**config.mk**
```make
export PLATFORM = sky130hd
export DESIGN_NAME = gamr_ctrl
export DESIGN_NICKNAME = d
export VERILOG_FILES = /design/src/rtl/gamr_pkg.sv /design/src/rtl/gamr_ctrl.sv
export SDC_FILE = /design/constraint.sdc
export NUM_CORES = 1
export LEC_CHECK = 0
export BUFFER_PORTS_ARGS = -buffer_cell sky130_fd_sc_hd__buf_4
export CAP_MARGIN = 20
export CORE_UTILIZATION = 41
export CTS_BUF_LIST = sky130_fd_sc_hd__clkbuf_8
export DETAILED_ROUTE_END_ITERATION = 8
export GPL_ROUTABILITY_DRIVEN = 0
export HOLD_SLACK_MARGIN = 0.1
export PLACE_DENSITY = 0.71
export REMOVE_ABC_BUFFERS = 1
export SYNTH_ARGS = -nofsm -noshare
export SYNTH_HDL_FRONTEND = slang
export SYNTH_SLANG_ARGS = --single-unit
```
**constraint.sdc**
```tcl
create_clock -name clk -period 2.3 [get_ports clk]
set_clock_uncertainty 0.15 [all_clocks]
set_input_delay 0.46 -clock clk [delete_from_list [all_inputs] [get_ports clk]]
set_output_delay 0.46 -clock clk [all_outputs]
set_load 0.01 [all_outputs]
```
**src/rtl/gamr_pkg.sv**
```systemverilog
// Shared types, codes and neighbor tables for the grid route planner.
// Depends on nothing; every other file imports it.
`default_nettype none

package gamr_pkg;

	localparam int COST_W = 17;
	localparam int TIME_W = 15;
	localparam int NB_COUNT4 = 4;
	localparam int NB_COUNT8 = 8;

	localparam logic [0:0] REG_ADJACENCY = 1'd0;
	localparam logic [0:0] REG_PENALTY = 1'd1;
	localparam logic [7:0] PENALTY_RESET = 8'd100;

	typedef enum logic [1:0] {
		CMD_PLAN  = 2'd0,
		CMD_READ  = 2'd1,
		CMD_CLEAR = 2'd2
	} cmd_code_t;

	typedef enum logic [1:0] {
		ST_OK        = 2'd0,
		ST_BAD_CELL  = 2'd1,
		ST_OVERFLOW  = 2'd2,
		ST_BAD_INDEX = 2'd3
	} status_t;

	typedef struct packed {
		logic [1:0]  cmd;
		logic [3:0]  start_row;
		logic [3:0]  start_col;
		logic [3:0]  end_row;
		logic [3:0]  end_col;
		logic [14:0] depart_time;
		logic [7:0]  path_index;
	} req_t;

	typedef struct packed {
		logic [1:0] status;
		logic [8:0] path_length;
		logic [3:0] cell_row;
		logic [3:0] cell_col;
	} rsp_t;

	typedef enum logic [4:0] {
		S_IDLE, S_DECODE, S_SWEEP, S_SWEEP_END, S_INIT, S_POP, S_SCAN, S_SCAN_END,
		S_POP_RD, S_POP_WR, S_EXPAND, S_NB_ISSUE, S_NB_EVAL, S_NB_UPD, S_FINISH,
		S_W1_CHK, S_W1_WAIT, S_W2_INIT, S_W2_ISSUE, S_W2_WAIT, S_RESULT
	} state_t;

	typedef struct packed {
		logic    latch;
		logic    clr_path;
		logic    set_path;
		logic    sweep_start;
		logic    sweep_step;
		logic    init;
		logic    scan_start;
		logic    scan_step;
		logic    pop_rd;
		logic    pop_wr;
		logic    load_base;
		logic    walk_init;
		logic    nb_issue;
		logic    nb_eval;
		logic    nb_push;
		logic    finish;
		logic    walk_rd;
		logic    w1_step;
		logic    w2_init;
		logic    w2_write;
		logic    w2_next;
		logic    path_rd;
		logic    clear_occ;
		logic    load_result;
		logic    res_cells;
		status_t res_status;
	} dp_cmd_t;

	typedef struct packed {
		logic [1:0] cmd;
		logic       bad_cell;
		logic       idx_ok;
		logic       sweep_last;
		logic       heap_empty;
		logic       scan_last;
		logic       cur_is_end;
		logic       nb_done;
		logic       nb_oob;
		logic       upd_need;
		logic       heap_full;
		logic       cur_is_start;
		logic       walk_full;
		logic       walk_cv;
		logic       k_zero;
	} dp_stat_t;

	typedef struct packed {
		logic dec_r;
		logic inc_r;
		logic dec_c;
		logic inc_c;
	} delta_t;

	// Neighbor order: four-way is down, up, right, left; eight-way is row major.
	function automatic delta_t nb_delta(input logic mode, input logic [2:0] d);
		delta_t r;
		r = '0;
		if (mode) begin
			unique case (d)
				3'd0: r = '{dec_r: 1'b1, inc_r: 1'b0, dec_c: 1'b1, inc_c: 1'b0};
				3'd1: r = '{dec_r: 1'b1, inc_r: 1'b0, dec_c: 1'b0, inc_c: 1'b0};
				3'd2: r = '{dec_r: 1'b1, inc_r: 1'b0, dec_c: 1'b0, inc_c: 1'b1};
				3'd3: r = '{dec_r: 1'b0, inc_r: 1'b0, dec_c: 1'b1, inc_c: 1'b0};
				3'd4: r = '{dec_r: 1'b0, inc_r: 1'b0, dec_c: 1'b0, inc_c: 1'b1};
				3'd5: r = '{dec_r: 1'b0, inc_r: 1'b1, dec_c: 1'b1, inc_c: 1'b0};
				3'd6: r = '{dec_r: 1'b0, inc_r: 1'b1, dec_c: 1'b0, inc_c: 1'b0};
				default: r = '{dec_r: 1'b0, inc_r: 1'b1, dec_c: 1'b0, inc_c: 1'b1};
			endcase
		end else begin
			unique case (d[1:0])
				2'd0: r = '{dec_r: 1'b0, inc_r: 1'b1, dec_c: 1'b0, inc_c: 1'b0};
				2'd1: r = '{dec_r: 1'b1, inc_r: 1'b0, dec_c: 1'b0, inc_c: 1'b0};
				2'd2: r = '{dec_r: 1'b0, inc_r: 1'b0, dec_c: 1'b0, inc_c: 1'b1};
				default: r = '{dec_r: 1'b0, inc_r: 1'b0, dec_c: 1'b1, inc_c: 1'b0};
			endcase
		end
		return r;
	endfunction

endpackage

`default_nettype wire

```
**src/rtl/gamr_ctrl.sv**
```systemverilog
// Sequencing state machine for plan, read and clear commands.
// Depends on gamr_pkg; drives the datapath through dp_cmd_t.
`default_nettype none

module gamr_ctrl import gamr_pkg::*; (
	input  wire logic     clk,
	input  wire logic     arst_n,
	input  wire logic     in_valid,
	output logic          in_ready,
	output logic          out_valid,
	input  wire logic     out_ready,
	input  wire dp_stat_t stat,
	output dp_cmd_t       cmd
);

	state_t  state_q, state_d;
	status_t res_status_q, res_status_d;
	logic    res_cells_q, res_cells_d;
	logic    out_valid_q;
	logic    load;

	assign load = (state_q == S_RESULT) && (!out_valid_q || out_ready);

	always_ff @(posedge clk or negedge arst_n) begin
		if (!arst_n) begin
			state_q <= S_IDLE;
			res_status_q <= ST_OK;
			res_cells_q <= 1'b0;
			out_valid_q <= 1'b0;
		end else begin
			state_q <= state_d;
			res_status_q <= res_status_d;
			res_cells_q <= res_cells_d;
			if (load) begin
				out_valid_q <= 1'b1;
			end else if (out_ready) begin
				out_valid_q <= 1'b0;
			end
		end
	end

	always_comb begin
		state_d = state_q;
		res_status_d = res_status_q;
		res_cells_d = res_cells_q;
		unique case (state_q)
			S_IDLE: begin
				if (in_valid) begin
					state_d = S_DECODE;
				end
			end
			S_DECODE: begin
				res_status_d = ST_OK;
				res_cells_d = 1'b0;
				state_d = S_RESULT;
				unique case (stat.cmd)
					CMD_PLAN: begin
						if (stat.bad_cell) begin
							res_status_d = ST_BAD_CELL;
						end else begin
							state_d = S_SWEEP;
						end
					end
					CMD_READ: begin
						if (stat.idx_ok) begin
							res_cells_d = 1'b1;
						end else begin
							res_status_d = ST_BAD_INDEX;
						end
					end
					default: begin
						state_d = S_RESULT;
					end
				endcase
			end
			S_SWEEP: begin
				if (stat.sweep_last) begin
					state_d = S_SWEEP_END;
				end
			end
			S_SWEEP_END: state_d = S_INIT;
			S_INIT: state_d = S_POP;
			S_POP: begin
				if (stat.heap_empty) begin
					res_status_d = ST_OVERFLOW;
					state_d = S_RESULT;
				end else begin
					state_d = S_SCAN;
				end
			end
			S_SCAN: begin
				if (stat.scan_last) begin
					state_d = S_SCAN_END;
				end
			end
			S_SCAN_END: state_d = S_POP_RD;
			S_POP_RD: state_d = S_POP_WR;
			S_POP_WR: state_d = S_EXPAND;
			S_EXPAND: state_d = stat.cur_is_end ? S_W1_CHK : S_NB_ISSUE;
			S_NB_ISSUE: begin
				if (stat.nb_done) begin
					state_d = S_FINISH;
				end else if (!stat.nb_oob) begin
					state_d = S_NB_EVAL;
				end
			end
			S_NB_EVAL: state_d = S_NB_UPD;
			S_NB_UPD: begin
				if (stat.upd_need && stat.heap_full) begin
					res_status_d = ST_OVERFLOW;
					state_d = S_RESULT;
				end else begin
					state_d = S_NB_ISSUE;
				end
			end
			S_FINISH: state_d = S_POP;
			S_W1_CHK: begin
				if (stat.cur_is_start) begin
					state_d = S_W2_INIT;
				end else if (stat.walk_full) begin
					res_status_d = ST_OVERFLOW;
					state_d = S_RESULT;
				end else begin
					state_d = S_W1_WAIT;
				end
			end
			S_W1_WAIT: begin
				if (!stat.walk_cv) begin
					res_status_d = ST_OVERFLOW;
					state_d = S_RESULT;
				end else begin
					state_d = S_W1_CHK;
				end
			end
			S_W2_INIT: state_d = S_W2_ISSUE;
			S_W2_ISSUE: state_d = S_W2_WAIT;
			S_W2_WAIT: begin
				if (stat.k_zero) begin
					res_status_d = ST_OK;
					state_d = S_RESULT;
				end else begin
					state_d = S_W2_ISSUE;
				end
			end
			S_RESULT: begin
				if (load) begin
					state_d = S_IDLE;
				end
			end
			default: state_d = S_IDLE;
		endcase
	end

	always_comb begin
		cmd = '0;
		cmd.res_status = res_status_q;
		cmd.res_cells = res_cells_q;
		unique case (state_q)
			S_IDLE: cmd.latch = in_valid;
			S_DECODE: begin
				if (stat.cmd == CMD_PLAN) begin
					cmd.clr_path = 1'b1;
					cmd.sweep_start = !stat.bad_cell;
				end
				if (stat.cmd == CMD_READ) begin
					cmd.path_rd = stat.idx_ok;
				end
				if (stat.cmd == CMD_CLEAR) begin
					cmd.clear_occ = 1'b1;
				end
			end
			S_SWEEP: cmd.sweep_step = 1'b1;
			S_INIT: cmd.init = 1'b1;
			S_POP: cmd.scan_start = !stat.heap_empty;
			S_SCAN: cmd.scan_step = 1'b1;
			S_POP_RD: cmd.pop_rd = 1'b1;
			S_POP_WR: cmd.pop_wr = 1'b1;
			S_EXPAND: begin
				cmd.load_base = 1'b1;
				cmd.walk_init = stat.cur_is_end;
			end
			S_NB_ISSUE: cmd.nb_issue = !stat.nb_done;
			S_NB_EVAL: cmd.nb_eval = 1'b1;
			S_NB_UPD: cmd.nb_push = stat.upd_need && !stat.heap_full;
			S_FINISH: cmd.finish = 1'b1;
			S_W1_CHK: cmd.walk_rd = !stat.cur_is_start && !stat.walk_full;
			S_W1_WAIT: cmd.w1_step = stat.walk_cv;
			S_W2_INIT: cmd.w2_init = 1'b1;
			S_W2_ISSUE: cmd.w2_write = 1'b1;
			S_W2_WAIT: begin
				cmd.w2_next = 1'b1;
				cmd.set_path = stat.k_zero;
			end
			S_RESULT: cmd.load_result = load;
			default: cmd.latch = 1'b0;
		endcase
	end

	assign in_ready = (state_q == S_IDLE);
	assign out_valid = out_valid_q;

endmodule

`default_nettype wire

```
[Yosys cells after proc, flatten, opt, wreduce, memory -nomap -nowiden]
Index checks and enable logic that the tools add are counted.
Storage, ports and cells
  word-level logic and storage cells: 112
  input port bits: 20
  flip-flop bits (word level): 9
  output and inout port bits: 29
Operators by class
  reductions and logical operators: 19
  mux-type cells: 56
  equal/unequal tests: 33
Operators by type and width (count)
  $pmux 5 s20: 1
  $mux 5: 11
  $eq 5x4->1 const B: 8
  $mux 1: 29
  $eq 5x5->1 const B: 5
  $eq 5x3->1 const B: 4
  $ne 2x2->1 const B: 10
  $mux 2: 9
  $mux 3: 4
  $pmux 2 s6: 1
  $eq 5x2->1 const B: 2
  $logic_not 1->1: 7
  $reduce_and 7->1: 1
  $reduce_bool 6->1: 1
  $eq 5x1->1 const B: 1
  $logic_not 5->1: 1
  $reduce_and 5->1: 1
  $logic_and 1x1->1: 4
  $pmux 2 s2: 1
  $ne 3x3->1 const B: 1
  $eq 2x1->1 const B: 1
  $eq 2x2->1 const B: 1
  $logic_not 2->1: 1
  $reduce_bool 2->1: 1
  2 further kinds: 2

[Longest topological paths before layout]
  word-level depth: 5
  gate-level depth with buffers: 7

[Least setup slack after synthesis]
No wires, ideal clock.
  path type: register to output
  start point: register state_q[0]
  end point: output cmd[15] in the netlist's numbering
  arrival time: 1.490 ns
  cell stages (with the launch flop): 6
  path slack: 0.200 ns
  buffers on the path: 2
  cell sequence: dfrtp_1 -> buf_2 -> buf_2 -> or3_1 -> nor2_1 -> and2_1
RTL lines
  start: declaration: line gamr_ctrl.sv:16  | state_t state_q, state_d;
  start signal: assignment: line gamr_ctrl.sv:31  | state_q <= state_d;
  end: declaration: line gamr_ctrl.sv:13  | output dp_cmd_t cmd

==> summary.md <==
| Metric | Value |
|---|---|
| Dpl cells | `~230` |
| Cell type group with the largest total delay on the critical path | `simple AND/OR/NAND/NOR gates` |
| Highest attainable clock frequency | `roughly 440 MHz` |
| Count of distinct cell types in the synthesized netlist | `52` |
| Top post-synthesis cells by area | `sky130_fd_sc_hd__dfrtp_1, sky130_fd_sc_hd__nor3_1, sky130_fd_sc_hd__nor2_1, sky130_fd_sc_hd__nand2_1, sky130_fd_sc_hd__o21ai_0` |
| Total number of yosys warnings | `0` |
| Largest net degree at the start of global routing | `17` |
| Clock-pin slew on the worst setup and hold paths | `0.05 ns` |
| Slew at the pin with the worst max-slew slack | `0.467 ns` |
| Final number of max-transition violations | `0` |
| Total power density per cell area | `between 1000 and 1500 mW/mm2` |
| Post-synth top area share | `about a fifth` |
| TritonCTS clock tree | `done` |
| Number of DRC violations after detailed routing | `0` |
| IO Port Bufs | `between 40 and 50` |
| Final setup vio count | `0` |
| CTS Root Buffer Type | `sky130_fd_sc_hd__clkbuf_8` |
| CTS H-tree depth | `1` |
| Total routed wirelength | `around 3900 um` |
| Multi-input gate area | `811 um2` |
| Buffers & Inverters on Critical Path | `1` |
| Worst path cell trace | `or3b_1, nor3b_2, buf_4` |
| Maximum root-to-sink buffer count | `2` |
| Synth Cell Area | `0.00111 mm2` |
| Instance area at placement | `about 0.0015 mm2` |
| Clock network latency to the later pin of the worst-skew pair | `around 0.24 ns` |
| Most used DFF post-synth | `sky130_fd_sc_hd__dfrtp_1` |
| HPWL after detailed placement | `between 2000 and 3000 um` |
| Grt total ovfl | `0` |
| Proportion of synthesized chip area in sequential cells | `approximately 20%` |
| Number of nets in the finished design | `230` |
| Design area | `around 0.0017 mm2` |
| Count of mapped cells out of synthesis | `150` |
| Vias | `~1500` |
| Top-level port count | `~50` |
| Kind of end point of the critical path | `output port` |
| Floorplan die height | `54.0 um` |
| Hold Crit Class | `flop to flop` |
| Post-route total power | `between 1.5 and 2 mW` |
| Proportion of register bits with asynchronous set or reset after synthesis | `between 90% and 100%` |
| First-pass GRT wire length | `between 5000 and 6000 um` |
| Commonest cells in the synthesized netlist | `sky130_fd_sc_hd__nor2_1, sky130_fd_sc_hd__nand2_1, sky130_fd_sc_hd__nor3_1` |
| Effective utilization at floorplan | `between 40% and 50%` |
| Router iterations before antenna repair | `4` |
| Per-cell routed wire length | `about 16 um` |
| CTS sink cnt | `9` |
| Dominant cell by count in the synthesized netlist | `sky130_fd_sc_hd__nor2_1` |
| Antenna Violating Nets Remaining | `0` |
| Syn_area_per_cell | `about 7.4 um2` |
| DRC violation total after the first TritonRoute iteration | `~70` |
| Minimum setup slack among reg-to-reg paths | `between 0.2 and 0.25 ns` |
| Rel. slew slack | `68.6%` |
| RSZ-0062 raised after global routing | `yes` |
| Avg Vias per Cell | `slightly above 6` |
| Via count of the first global-routing pass | `1282` |
| Worst slack on hold paths | `about 0.33 ns` |
| Number of failing hold endpoints at the final stage | `0` |
| Top cell type by total area after synthesis | `sky130_fd_sc_hd__dfrtp_1` |
| Final Critical Period | `roughly 2.3 ns` |
| Startpoint Class | `flop` |
| Period utilization | `between 90% and 100%` |
| Layout cell share with drive strength beyond 1 | `45.5%` |
| Area of the die | `between 0.002 and 0.003 mm2` |
| Leakage power | `between 0.7 and 0.8 nW` |
| Reg area | `231 um2` |
| Top fanout value on the critical path | `14` |
| Tot GR Track Use | `a little over a quarter` |
| Fin cells | `239` |
| Count of standard-cell rows | `18` |
| Area growth syn-to-layout | `49.9%` |
| Core box area | `about 0.0025 mm2` |
| Die outline width | `54.0 um` |
| Run status | `complete, no violations` |
| Initial antenna violation count | `0` |
| Number of storage elements in the synthesis netlist | `9` |
| Filler Cell Count | `between 200 and 250` |
| Max Cap Viol | `0` |
| TritonCTS buffer count | `3` |
| Setup Crit Path Kind | `flop to output port` |
| Critical Path Max Stage Delay | `about 0.51 ns` |
| Post-synth EDFFs | `0` |
| Worst EP required | `about 1.7 ns` |
| Slowest cell on the critical path | `sky130_fd_sc_hd__dfrtp_2` |
| Max VDD drop | `approximately 810 uV` |
| Data arrival, critical path | `1.64 ns` |
| Count of inserted antenna diode cells | `0` |
worst reg2reg max path: cells and delay by family, from the launching register on:
kind	cells	cell delay, ns
DFF	1	0.51
AOI/OAI and AO/OA	2	0.52
muxes	1	0.30
and+or+nand+nor	2	0.27
buffers and inverters	1	0.19
routing by layer:
layer	GRT usage, %	vias up	part of all wire (%)
met5	0	-	0
met4	9.83	0	2.3
li1	-	672	-
met3	5.37	17	11
met2	49.0	99	50
met1	32.1	693	36
flip-flops by register name, summed over array words and instances (netlist names):
signal        flops
res_status_q      2
res_cells_q       1
state_q           5
out_valid         1
metrics by stage:
| step | util, % | TNS [ns] | worst slack, ns |
|---|---|---|---|
| 2_1_floorplan | - | 0 | 0.189 |
| 3_3_place_gp | 60.4 | 0 | 0.169 |
| 3_5_place_dp | 60.4 | 0 | 0.0827 |
| 4_1_cts | 63.1 | 0 | 0.00383 |
| 5_1_grt | 65.8 | -0.0249 | -0.0219 |
| 6_report | 65.8 | 0 | 0.0482 |
cell usage in the layout (no fill, tap or decap), types with 3 or more instances in the layout:
| cell type | instances |
|---|---|
| sky130_fd_sc_hd__nor2b_1 | 3 |
| sky130_fd_sc_hd__a21o_1 | 3 |
| sky130_fd_sc_hd__dfrtp_1 | 4 |
| sky130_fd_sc_hd__dfrtp_2 | 5 |
| sky130_fd_sc_hd__and3_1 | 4 |
| sky130_fd_sc_hd__a21oi_1 | 4 |
| sky130_fd_sc_hd__nand2_1 | 13 |
| sky130_fd_sc_hd__nor3_1 | 9 |
| sky130_fd_sc_hd__nor2_1 | 14 |
| sky130_fd_sc_hd__o21ai_0 | 9 |
| sky130_fd_sc_hd__nand3_1 | 8 |
| sky130_fd_sc_hd__clkbuf_8 | 3 |
| sky130_fd_sc_hd__inv_1 | 6 |
| sky130_fd_sc_hd__buf_4 | 67 |
| sky130_fd_sc_hd__nand2b_1 | 4 |
path summary, 6_finish.rpt:
path / startpoint / end / depth (start not counted)
min in group asynchronous: arst_n / out_valid / 2
worst min-delay path: res_cells_q / res_cells_q / 1
worst max-delay path: state_q[2] / cmd[23] / 3
worst max register to register: state_q[2] / res_status_q[0] / 6
max in group asynchronous: arst_n / state_q[3] / 2
worst min register to register: res_cells_q / res_cells_q / 1
what timing repair did:
| item | in CTS | in global routing |
|---|---|---|
| endpoints found under the hold margin | 9 | 0 |
| hold buffers | 1 | 0 |
| gates resized for setup | 6 | 7 |
| setup endpoints to repair | 8 | 9 |
| pin swaps | 1 | 0 |
| setup buffers | 0 | 5 |
cells by family after synthesis:
logic type,after synthesis,synth area share (%)
compound gates,37,23.6
buf+inv,19,9.94
simple gates,81,41.6
mux,4,4.52
flops,9,20.3
cell type report:
class | count | share of cell area, %
Tap cell | 30 | 2.26
Sequential cell | 9 | 13.9
Clock inverter | 1 | 0.226
Inverter | 6 | 1.36
Timing Repair Buffer | 68 | 30.9
Multi-Input combinational cell | 122 | 48.8
Clock buffer | 3 | 2.49
where the power goes:
| part | total, mW | internal, mW | switching [mW] |
|---|---|---|---|
| combinational | 1.28 | 0.630 | 0.646 |
| sequential | 0.377 | 0.231 | 0.146 |
| clock | 0.181 | 0.116 | 0.0646 |
(Power assumes the default switching activity.)
